### src/rtl/assert_macros.svh
// assertion helpers shared by the rtl
`ifndef ASSERT_MACROS_SVH
`define ASSERT_MACROS_SVH

// checked on every edge out of reset
`define CTA_ASSERT(lbl, clk, rst_n, prop, msg) \
    lbl: assert property (@(posedge clk) disable iff (!rst_n) prop) else $error(msg);

// checked on every edge, reset included
`define CTA_ASSERT_ALWAYS(lbl, clk, prop, msg) \
    lbl: assert property (@(posedge clk) prop) else $error(msg);

`endif

### src/rtl/cta_pkg.sv
package cta_pkg;

    localparam int TABLE_ENTRIES = 64;
    localparam int IDX_W = (TABLE_ENTRIES > 1) ? $clog2(TABLE_ENTRIES) : 1;
    localparam int CNT_W = IDX_W + 1;

    localparam logic [31:0] ENTRY_RESET = 32'h0000_FFFE;
    localparam logic [31:0] HEAP_OFFSET = 32'(TABLE_ENTRIES * 4);

    localparam logic OP_ALLOC = 1'b0;
    localparam logic OP_FREE  = 1'b1;

    typedef struct packed {
        logic             rd_en;
        logic [IDX_W-1:0] rd_addr;
        logic             wr_en;
        logic [IDX_W-1:0] wr_addr;
        logic [31:0]      wr_data;
    } t_tbl_req;

endpackage

### src/rtl/cta_if.sv
interface cta_req_if;
    logic        valid;
    logic        ready;
    logic        operation;
    logic [31:0] request_size;
    logic [31:0] free_address;

    modport source (output valid, operation, request_size, free_address, input ready);
    modport sink (input valid, operation, request_size, free_address, output ready);
endinterface

interface cta_rsp_if;
    logic        valid;
    logic        ready;
    logic [31:0] result_address;
    logic        success;
    logic [31:0] alloc_total;
    logic [31:0] free_total;

    modport source (output valid, result_address, success, alloc_total, free_total,
                    input ready);
    modport sink (input valid, result_address, success, alloc_total, free_total,
                  output ready);
endinterface

interface cta_cfg_if;
    logic        valid;
    logic        ready;
    logic [31:0] section_start;

    modport source (output valid, section_start, input ready);
    modport sink (input valid, section_start, output ready);
endinterface

### src/rtl/chunk_table_allocator_top.sv
// word to result: request registered, k entries (1 to 64) scanned, result stored
// throughput: one word per scan, each entry read through the single table read port
// the next word is taken once the result has moved into the output register
// reset: counters zero, every table entry reads 0x0000FFFE, heap base 256 (section 0)
// no clearing pass: per-entry valid bits are cleared at once
`include "assert_macros.svh"

module chunk_table_allocator_top
    import cta_pkg::*;
(
    input  logic      i_clk,
    input  logic      i_rst_n,
    cta_req_if.sink   i_req,
    cta_rsp_if.source o_rsp,
    cta_cfg_if.sink   i_cfg
);

    logic [31:0] r_heap_base;
    logic [31:0] n_heap_base;
    t_tbl_req    tbl_req;
    logic [31:0] tbl_rd_data;

    // base is the rounded-up section start past the table words
    assign n_heap_base = ((i_cfg.section_start + 32'd3) & ~32'd3) + HEAP_OFFSET;
    assign i_cfg.ready = 1'b1;

    always_ff @(posedge i_clk) begin
        if (!i_rst_n) begin
            r_heap_base <= HEAP_OFFSET;
        end else if (i_cfg.valid) begin
            r_heap_base <= n_heap_base;
        end
    end

    cta_ctrl u_ctrl (
        .i_clk       (i_clk),
        .i_rst_n     (i_rst_n),
        .i_req       (i_req),
        .o_rsp       (o_rsp),
        .i_heap_base (r_heap_base),
        .o_tbl       (tbl_req),
        .i_rd_data   (tbl_rd_data)
    );

    cta_table u_table (
        .i_clk     (i_clk),
        .i_rst_n   (i_rst_n),
        .i_req     (tbl_req),
        .o_rd_data (tbl_rd_data)
    );

    `CTA_ASSERT(a_base_aligned, i_clk, i_rst_n,
        r_heap_base[1:0] == 2'b00, "heap base not word aligned")
    `CTA_ASSERT(a_fail_zero, i_clk, i_rst_n,
        o_rsp.valid && !o_rsp.success |-> o_rsp.result_address == 32'd0,
        "failed result carries an address")
    `CTA_ASSERT(a_one_at_a_time, i_clk, i_rst_n,
        i_req.valid && i_req.ready |=> !i_req.ready, "second word taken during a scan")
    `CTA_ASSERT(a_write_busy, i_clk, i_rst_n,
        tbl_req.wr_en |-> !i_req.ready, "table written while idle")

endmodule

### src/rtl/cta_table.sv
module cta_table
    import cta_pkg::*;
(
    input  logic        i_clk,
    input  logic        i_rst_n,
    input  t_tbl_req    i_req,
    output logic [31:0] o_rd_data
);

    logic [31:0]              r_mem [TABLE_ENTRIES];
    logic [TABLE_ENTRIES-1:0] r_valid;
    logic [31:0]              r_rd_data;
    logic                     r_rd_valid;

    always_ff @(posedge i_clk) begin
        if (i_req.wr_en) begin
            r_mem[i_req.wr_addr] <= i_req.wr_data;
        end
        if (i_req.rd_en) begin
            r_rd_data <= r_mem[i_req.rd_addr];
        end
    end

    // entries never written read as the reset word
    always_ff @(posedge i_clk) begin
        if (!i_rst_n) begin
            r_valid    <= '0;
            r_rd_valid <= 1'b0;
        end else begin
            if (i_req.wr_en) begin
                r_valid[i_req.wr_addr] <= 1'b1;
            end
            if (i_req.rd_en) begin
                r_rd_valid <= r_valid[i_req.rd_addr];
            end
        end
    end

    assign o_rd_data = r_rd_valid ? r_rd_data : ENTRY_RESET;

endmodule

### src/rtl/cta_ctrl.sv
module cta_ctrl
    import cta_pkg::*;
(
    input  logic        i_clk,
    input  logic        i_rst_n,
    cta_req_if.sink     i_req,
    cta_rsp_if.source   o_rsp,
    input  logic [31:0] i_heap_base,
    output t_tbl_req    o_tbl,
    input  logic [31:0] i_rd_data
);

    typedef enum logic [2:0] {
        S_IDLE = 3'b001,
        S_SCAN = 3'b010,
        S_DONE = 3'b100
    } t_state;

    t_state           r_state, n_state;
    logic             r_op, n_op;
    logic [31:0]      r_want, n_want;
    logic [31:0]      r_key, n_key;
    logic [CNT_W-1:0] r_rd_idx, n_rd_idx;
    logic [IDX_W-1:0] r_ev_idx, n_ev_idx;
    logic             r_ev_vld, n_ev_vld;
    logic [15:0]      r_running, n_running;
    logic [15:0]      r_hit_off, n_hit_off;
    logic             r_ok, n_ok;
    logic [31:0]      r_alloc_cnt, n_alloc_cnt;
    logic [31:0]      r_free_cnt, n_free_cnt;
    logic             r_out_valid, n_out_valid;
    logic [31:0]      r_out_addr, n_out_addr;
    logic             r_out_ok, n_out_ok;
    logic [31:0]      r_out_alloc, n_out_alloc;
    logic [31:0]      r_out_free, n_out_free;

    logic        issue;
    logic [15:0] e_off;
    logic [31:0] e_size;
    logic        e_occ;

    assign e_off  = i_rd_data[31:16];
    assign e_size = {17'd0, i_rd_data[15:1]};
    assign e_occ  = i_rd_data[0];
    assign issue  = (r_state == S_SCAN) && (r_rd_idx < CNT_W'(TABLE_ENTRIES));

    always_comb begin
        n_state     = r_state;
        n_op        = r_op;
        n_want      = r_want;
        n_key       = r_key;
        n_rd_idx    = r_rd_idx;
        n_ev_idx    = r_ev_idx;
        n_ev_vld    = r_ev_vld;
        n_running   = r_running;
        n_hit_off   = r_hit_off;
        n_ok        = r_ok;
        n_alloc_cnt = r_alloc_cnt;
        n_free_cnt  = r_free_cnt;
        n_out_valid = r_out_valid & ~o_rsp.ready;
        n_out_addr  = r_out_addr;
        n_out_ok    = r_out_ok;
        n_out_alloc = r_out_alloc;
        n_out_free  = r_out_free;

        o_tbl.rd_en   = issue;
        o_tbl.rd_addr = r_rd_idx[IDX_W-1:0];
        o_tbl.wr_en   = 1'b0;
        o_tbl.wr_addr = r_ev_idx;
        o_tbl.wr_data = i_rd_data;

        unique case (r_state)
            S_IDLE: begin
                if (i_req.valid) begin
                    n_op      = i_req.operation;
                    n_want    = (i_req.request_size + 32'd3) & ~32'd3;
                    n_key     = i_req.free_address - i_heap_base;
                    n_rd_idx  = '0;
                    n_ev_vld  = 1'b0;
                    n_running = '0;
                    n_state   = S_SCAN;
                end
            end
            S_SCAN: begin
                // read of the next entry overlaps the check of this one
                n_ev_vld = issue;
                n_ev_idx = r_rd_idx[IDX_W-1:0];
                if (issue) begin
                    n_rd_idx = r_rd_idx + 1'b1;
                end
                if (r_ev_vld) begin
                    if (r_op == OP_FREE) begin
                        if ({16'd0, e_off} == r_key) begin
                            o_tbl.wr_en   = 1'b1;
                            o_tbl.wr_data = {i_rd_data[31:1], 1'b0};
                            n_free_cnt    = r_free_cnt + 32'd1;
                            n_ok          = 1'b1;
                            n_state       = S_DONE;
                        end else if (r_ev_idx == IDX_W'(TABLE_ENTRIES - 1)) begin
                            n_ok    = 1'b0;
                            n_state = S_DONE;
                        end
                    end else begin
                        if (!e_occ && e_off != 16'd0 && e_size == r_want) begin
                            // exact-size reuse keeps the stored offset
                            o_tbl.wr_en   = 1'b1;
                            o_tbl.wr_data = {i_rd_data[31:1], 1'b1};
                            n_hit_off     = e_off;
                            n_alloc_cnt   = r_alloc_cnt + 32'd1;
                            n_ok          = 1'b1;
                            n_state       = S_DONE;
                        end else if (!e_occ && e_size >= r_want) begin
                            o_tbl.wr_en   = 1'b1;
                            o_tbl.wr_data = {r_running, r_want[14:0], 1'b1};
                            n_hit_off     = r_running;
                            n_alloc_cnt   = r_alloc_cnt + 32'd1;
                            n_ok          = 1'b1;
                            n_state       = S_DONE;
                        end else begin
                            n_running = r_running + e_size[15:0];
                            if (r_ev_idx == IDX_W'(TABLE_ENTRIES - 1)) begin
                                n_ok    = 1'b0;
                                n_state = S_DONE;
                            end
                        end
                    end
                end
            end
            S_DONE: begin
                if (!r_out_valid || o_rsp.ready) begin
                    n_out_valid = 1'b1;
                    n_out_addr  = (r_ok && r_op == OP_ALLOC)
                                ? i_heap_base + {16'd0, r_hit_off} : 32'd0;
                    n_out_ok    = r_ok;
                    n_out_alloc = r_alloc_cnt;
                    n_out_free  = r_free_cnt;
                    n_state     = S_IDLE;
                end
            end
            default: begin
                n_state = S_IDLE;
            end
        endcase
    end

    always_ff @(posedge i_clk) begin
        if (!i_rst_n) begin
            r_state     <= S_IDLE;
            r_ev_vld    <= 1'b0;
            r_rd_idx    <= '0;
            r_alloc_cnt <= '0;
            r_free_cnt  <= '0;
            r_out_valid <= 1'b0;
        end else begin
            r_state     <= n_state;
            r_ev_vld    <= n_ev_vld;
            r_rd_idx    <= n_rd_idx;
            r_alloc_cnt <= n_alloc_cnt;
            r_free_cnt  <= n_free_cnt;
            r_out_valid <= n_out_valid;
        end
    end

    always_ff @(posedge i_clk) begin
        r_op        <= n_op;
        r_want      <= n_want;
        r_key       <= n_key;
        r_ev_idx    <= n_ev_idx;
        r_running   <= n_running;
        r_hit_off   <= n_hit_off;
        r_ok        <= n_ok;
        r_out_addr  <= n_out_addr;
        r_out_ok    <= n_out_ok;
        r_out_alloc <= n_out_alloc;
        r_out_free  <= n_out_free;
    end

    assign i_req.ready          = (r_state == S_IDLE);
    assign o_rsp.valid          = r_out_valid;
    assign o_rsp.result_address = r_out_addr;
    assign o_rsp.success        = r_out_ok;
    assign o_rsp.alloc_total    = r_out_alloc;
    assign o_rsp.free_total     = r_out_free;

endmodule
### src/flat_wrapper.sv
// flat-port wrapper written by rule: the top's interface ports become plain ports
module chunk_table_allocator_top_flat import cta_pkg::*;
  (i_clk, i_rst_n, i_req_valid, i_req_operation, i_req_request_size, i_req_free_address, i_req_ready, o_rsp_valid, o_rsp_result_address, o_rsp_success, o_rsp_alloc_total, o_rsp_free_total, o_rsp_ready, i_cfg_valid, i_cfg_section_start, i_cfg_ready);
  cta_req_if i_req_i ();
  cta_rsp_if o_rsp_i ();
  cta_cfg_if i_cfg_i ();
  input  logic i_clk;
  input  logic i_rst_n;
  input wire logic [$bits(i_req_i.valid)-1:0] i_req_valid;
  input wire logic [$bits(i_req_i.operation)-1:0] i_req_operation;
  input wire logic [$bits(i_req_i.request_size)-1:0] i_req_request_size;
  input wire logic [$bits(i_req_i.free_address)-1:0] i_req_free_address;
  output wire logic [$bits(i_req_i.ready)-1:0] i_req_ready;
  output wire logic [$bits(o_rsp_i.valid)-1:0] o_rsp_valid;
  output wire logic [$bits(o_rsp_i.result_address)-1:0] o_rsp_result_address;
  output wire logic [$bits(o_rsp_i.success)-1:0] o_rsp_success;
  output wire logic [$bits(o_rsp_i.alloc_total)-1:0] o_rsp_alloc_total;
  output wire logic [$bits(o_rsp_i.free_total)-1:0] o_rsp_free_total;
  input wire logic [$bits(o_rsp_i.ready)-1:0] o_rsp_ready;
  input wire logic [$bits(i_cfg_i.valid)-1:0] i_cfg_valid;
  input wire logic [$bits(i_cfg_i.section_start)-1:0] i_cfg_section_start;
  output wire logic [$bits(i_cfg_i.ready)-1:0] i_cfg_ready;
  assign i_req_i.valid = i_req_valid;
  assign i_req_i.operation = i_req_operation;
  assign i_req_i.request_size = i_req_request_size;
  assign i_req_i.free_address = i_req_free_address;
  assign i_req_ready = i_req_i.ready;
  assign o_rsp_valid = o_rsp_i.valid;
  assign o_rsp_result_address = o_rsp_i.result_address;
  assign o_rsp_success = o_rsp_i.success;
  assign o_rsp_alloc_total = o_rsp_i.alloc_total;
  assign o_rsp_free_total = o_rsp_i.free_total;
  assign o_rsp_i.ready = o_rsp_ready;
  assign i_cfg_i.valid = i_cfg_valid;
  assign i_cfg_i.section_start = i_cfg_section_start;
  assign i_cfg_ready = i_cfg_i.ready;
  chunk_table_allocator_top u_core (.i_clk(i_clk), .i_rst_n(i_rst_n), .i_req(i_req_i), .o_rsp(o_rsp_i), .i_cfg(i_cfg_i));
endmodule
### config.mk
export PLATFORM = sky130hd
export DESIGN_NAME = chunk_table_allocator_top_flat
export DESIGN_NICKNAME = d
export VERILOG_FILES = /design/src/rtl/cta_pkg.sv /design/src/rtl/cta_if.sv /design/src/rtl/chunk_table_allocator_top.sv /design/src/rtl/cta_table.sv /design/src/rtl/cta_ctrl.sv /design/src/flat_wrapper.sv
export VERILOG_INCLUDE_DIRS = /design/src /design/src/rtl
export SDC_FILE = /design/constraint.sdc
export NUM_CORES = 2
export LEC_CHECK = 0
export ABC_CLOCK_PERIOD_IN_PS = 7100
export BUFFER_PORTS_ARGS = -buffer_cell sky130_fd_sc_hd__buf_2
export CELL_PAD_IN_SITES_DETAIL_PLACEMENT = 0
export CELL_PAD_IN_SITES_GLOBAL_PLACEMENT = 2
export CORE_MARGIN = 8
export CORE_UTILIZATION = 45
export DETAILED_ROUTE_END_ITERATION = 6
export GPL_TIMING_DRIVEN = 0
export PLACE_DENSITY = 0.74
export SLEW_MARGIN = 10
export SYNTH_ARGS = -nofsm -noshare
export SYNTH_HDL_FRONTEND = slang
export SYNTH_SLANG_ARGS = --single-unit
### constraint.sdc
create_clock -name i_clk -period 7.1 [get_ports i_clk]
set_input_delay 0.355 -clock i_clk [delete_from_list [all_inputs] [get_ports i_clk]]
set_output_delay 0.355 -clock i_clk [all_outputs]
set_load 0.005 [all_outputs]
Word-level counts from Yosys, hierarchy flattened
Memory sizes are Yosys's and may differ from the RTL's. A register that Yosys moved wholly into a read port is not among the register bits.
Cells that the tools add are included.
- input port bits: 102
- RAM bits: 2048
- memories kept: 1
- word-level logic and storage cells: 123
- register bits after elaboration: 372
- output and inout port bits: 100
- add/subtract/negate cells: 9
- reduce and logical (&&, ||, !) cells: 21
- equality and inequality tests: 13
- bitwise logic cells: 4
- order comparisons: 5
- muxes and demuxes: 50
- memories (name ; words ; bits a word ; rd ports ; clocked after Yosys merged registers in ; write ports ; RTL line ; source):
    u_core.u_table.r_mem ; 64 ; 32 ; 1 ; 1 ; 1 ; cta_table.sv:10 ; logic [31:0] r_mem [TABLE_ENTRIES];
- operators with widths (cell ; number):
    $mux W32 ; 8
    $mux W16 ; 7
    $add A32 B1 Y32 const B ; 2
    $add A32 B2 Y32 const B ; 2
    $or A64 B64 Y64 ; 1
    $add A32 B16 Y32 ; 1
    $add A32 B9 Y32 const B ; 1
    $eq A15 B32 Y1 ; 1
    $eq A16 B32 Y1 ; 1
    $ge A15 B32 Y1 ; 1
    $pmux W16 S2 ; 1
    $sub A32 B32 Y32 ; 1
    $mux W3 ; 8
    $mux W1 ; 19
    $add A16 B15 Y16 ; 1
    $reduce_bool A16 Y1 ; 1
    $lt A6 B7 Y1 const B ; 2
    $mux W7 ; 2
    $ne A2 B2 Y1 const B ; 7
    $pmux W7 S2 ; 1
    $pmux W3 S3 ; 1
    $reduce_and A2 Y1 ; 4
    $reduce_and A4 Y1 ; 2
    $add A7 B1 Y7 const B ; 1
    other kinds (17) ; 26

Depth between registers and ports, before layout
- word-level depth: 10
- gate-level depth with buffers: 16
- depth with buffers taken out: 14

Hierarchy
A second synthesis with hierarchy kept.
- cell total of the unflattened synthesis: 4866
- area total of the unflattened synthesis: 98105.3 µm²
- by module, submodules not included (module ; area an instance (µm²) ; cells each ; times used ; seq. area each (µm²)):
    cta_table ; 81450.6 ; 3268 ; 1 ; 63761.2
    cta_ctrl ; 14700.3 ; 1357 ; 1 ; 7497.2
    chunk_table_allocator_top ; 1954.4 ; 241 ; 1 ; 600.6

Least setup slack after synthesis
Ideal clock, no wire load.
- kind: reg-to-reg
- start point: register u_core.u_table.r_rd_valid
- end point: memory u_core.u_table.r_mem[0][31] (data pin)
- path slack: 878 ps
- clock period less this slack: 6222 ps
- cell stages (with the launch flop): 15
- buffers on the path: 5
- arrival time: 5520 ps
- library setup time: 702 ps
- data required time: 6398 ps
- cell sequence: dfxtp_1 -> buf_2 -> buf_2 -> clkbuf_1 -> nand2b_1 -> ha_1 -> and3b_1 -> a221o_1 -> a221oi_1 -> o221a_2 -> nor3_1 -> and3_1 -> clkbuf_1 -> clkbuf_1 -> o21ai_0
- RTL lines (what ; RTL line ; source):
    start: declaration ; cta_table.sv:13 ; logic r_rd_valid;
    start signal: assignment ; cta_table.sv:34 ; r_rd_valid <= r_valid[i_req.rd_addr];
    end: declaration ; cta_table.sv:10 ;

Worst setup path after layout
- start point: register u_core.u_table.r_rd_valid
- end point: memory u_core.u_table.r_mem[17][17], enable pin
- longest elaborated chain between the ends: 10
- elaborated cells between the ends (all ways): 17
- those cells by class: 1 x order compare; 2 x eq/ne; 9 x mux; 5 x reduce/logical
- RTL lines (what ; RTL line ; source):
    $mux W32 (*) ; cta_table.sv:39 ; assign o_rd_data = r_rd_valid ? r_rd_data : ENTRY_RESET;
    $ge A15 B32 Y1, or another cell as far along ; cta_ctrl.sv:112 ; end else if (!e_occ && e_size >= r_want) begin
    $logic_and A1 B1 Y1 (on tied branches) ; cta_ctrl.sv:112, cta_ctrl.sv:104 ;
    $mux W1 / $logic_and A1 B1 Y1 (equally long branches) ; cta_ctrl.sv:112, cta_ctrl.sv:104 ;
    $mux W1 ; cta_ctrl.sv:104 ; if (!e_occ && e_off != 16'd0 && e_size == r_want) begin
    $mux W1 (*) ; cta_ctrl.sv:92 ; if (r_op == OP_FREE) begin
    $mux W1 (*) ; cta_ctrl.sv:91 ; if (r_ev_vld) begin
    $mux W1 (*) ; cta_ctrl.sv:72 ; unique case (r_state)
    $mux W1 (*) ; cta_table.sv:16 ; if (i_req.wr_en) begin
    $mux W1 (not written as such) (*) ; cta_table.sv:17 ; r_mem[i_req.wr_addr] <= i_req.wr_data;
Every way passes the cells marked *; elsewhere a longest branch is shown, timed or not.

==> impl_metrics.ini <==
[layout]
area.growth.synth_to_final_pct = 18.5
final_layout_size_suffix_gt1_share_pct = 26.5
final_util_pct = 53.4
final_cells = 8697
regMostFlops = u_core.u_table.r_mem
final_cell_mix = 2279 x edfxtp_1, 692 x mux4_2, 282 x clkbuf_16
layout_commonest_cell = edfxtp_1
fillCellCount = 16758
largest_register_ffs = 2048
reg_top3 = u_core.u_table.r_mem (2048), u_core.u_table.r_valid (64)
nets = 5829

[pwr]
power_mw = 30.0
power_density_nw_per_um2 = 259
leakage_nw = 37.2
ir_drop_v = 0.000277

[clock_network]
postCtsSetupRepairBufs = 0
clk_path_buf_depth = 4
post_cts_resized = 0
clock_sinks = 2450
clock_latency_ns = 0.93
htreeDepth = 5
ctsRootBufferMaster = clkbuf_16
cts_hold_buf = 120
path_clk_slew_ns = 0.06
cts_tree = yes
cts_inserted_buffers = 276

[floorplan]
num_rows = 171
ios = 202
dieWidth_um = 482
dieArea_um2 = 232000
initial_core_util_pct = 45.1
die_y_um = 482
core_um2 = 216000

[logic_synthesis]
synth_seq_area_share_pct = 73.7
synth-compound-area-share_pct = 2.38
synth_area_um2 = 97600
synth_cells = 4923
yosysUniqueCellTypes = 79
ys_seq_elements = 2450
synth_top_family_by_area = multiplexers
synthAdderAreaFrac_pct = 1.02
synth_edf_count = 2279
synth_fp_nets = 5103
avgSynthCellArea_um2 = 19.8
synthMuxAreaShare_pct = 16.1
async_flop_share_pct = 0
synthSimpleGateAreaFrac_pct = 4.16
yosys_warnings = 0
synth_xor_area_share_pct = 1.44
synthFlopType = edfxtp_1

[job]
drv_cap = 0

[sta]
rsz0062_at_grt = false
max_freq_mhz = 154
setup_viol = 0
period_minus_slack_ns = 6.50
hold_violations = 0
holdWs_ns = 0.0527
fin_skew_ns = 0.0685
slew_headroom_pct = 12.4
slew_viol_final = 0
tns_ns = 0
period_share_pct = 91.5
worstMarginPinSlew_ns = 1.31

[worst_setup_path]
crit_arrival_ns = 7.10
cp_max_fo = 21
cp_data_required_time_ns = 7.70
worst-setup-path-type = register to register
start_kind = register
end_kind = register

[global_routing]
grt_max_degree = 65
grt_pass1_wl_mm = 381
grt_pass1_vias = 51443
track_usage_pct = 23.0
antenna_found_initial = 25
grt_remaining_overflow = 0

[routing]
wl_per_cell_um = 31.0
routed-via-count = 51162
final_antenna_net_count = 0
viasPerCell = 5.88
drtIter0Drc = 5638
drt_pass1_iterations = 5
drc_errors = 0
drt-total-wl_mm = 269

[place]
dp.final_hpwl_mm = 189
port_buffers = 199
dp.cells = 8105
gp_congestion = 0.850

[status]
status = complete, no violations

[worst_hold_path]
hold_class = input port to register
[routing by layer]
metal  vias to the layer above  routed length (um)  part of all wire [%]  track usage [%]
met3                       436               22400                   8.3             5.07
met2                      2132              125000                    46             36.2
li1                      21581                   -                     -                -
met1                     27009              110000                    41             31.5
met5                         -                  26                0.0097                0
met4                         4               11900                   4.4             9.04
[cell usage after synthesis (26+ instances only)]
cell type / number / share of area [%]
mux4_2: 692 / 16
nand4_1: 31 / 0.20
edfxtp_1: 2279 / 70
xor2_1: 70 / 0.63
a21oi_1: 83 / 0.43
inv_1: 81 / 0.31
nand3_1: 55 / 0.28
xnor2_1: 90 / 0.81
nor2_1: 184 / 0.71
clkbuf_1: 155 / 0.60
buf_1: 64 / 0.25
ha_1: 75 / 0.96
and2_1: 56 / 0.36
o21ai_0: 172 / 0.88
dfxtp_1: 171 / 3.5
nand2_1: 275 / 1.1
or3_1: 33 / 0.21
nor3_1: 38 / 0.19
nand2b_1: 26 / 0.17
and3_1: 26 / 0.17
[logic make-up after synthesis]
group / Yosys count
buf+inv: 318
other cells: 1
fa+ha+maj: 78
flops: 2450
xor+xnor: 160
simple gates: 827
mux: 703
compound gates: 386
[where the power goes]
part	internal, mW	total [mW]	switching (mW)	leakage [nW]
clock	7.98	13.5	5.55	4.11
sequential	15.6	15.7	0.0500	22.9
combinational	0.331	0.754	0.423	10.2
[layout make-up]
class,count,area (um2),share of cell area [%]
multi-input cells,2155,25300,21.9
inverters,82,310,0.268
diodes,11,27.5,0.0238
clock buffers,331,7300,6.32
clock inverters,130,1130,0.979
repair buffers,448,5120,4.43
plain buffers,236,933,0.807
well taps,2854,3570,3.09
flip-flops and latches,2450,71900,62.2
[critical path, stage by stage (launching register included)]
cell	delay, ns
dfxtp_1	0.47
buf_2	0.26
buf_2	0.32
clkbuf_1	0.54
nand2b_1	0.34
ha_1	0.39
nand4_1	0.10
or2_2	0.32
o221a_2	0.36
nor3_1	0.28
and2_1	0.17
buf_2	0.43
o21bai_2	0.35
or3b_1	0.44
buf_2	0.37
nor2_4	0.76
buf_16	0.24
[stage by stage]
| stage | cell area [um2] | setup slack [ns] |
|---|---|---|
| floorplan | 97600 | 0.878 |
| global placement | 102000 | -5.19 |
| detailed placement | 106000 | 0.712 |
| CTS | 116000 | 0.674 |
| global route | 116000 | 0.377 |
| finish | 116000 | 0.603 |
[path summary, 6_finish.rpt]
path | startpoint | to | slack (ns) | depth (start not counted)
setup / recovery | u_core.u_table.r_rd_valid | u_core.u_table.r_mem[17][17] | 0.60 | 16
hold reg to reg | u_core.u_ctrl.r_rd_idx[5] | u_core.u_ctrl.r_ev_idx[5] | 0.44 | 0
setup reg to reg | u_core.u_table.r_rd_valid | u_core.u_table.r_mem[17][17] | 0.60 | 16
hold / removal | i_req_free_address[2] | u_core.u_ctrl.r_key[2] | 0.05 | 4
Power figures use the tool's default switching activity.
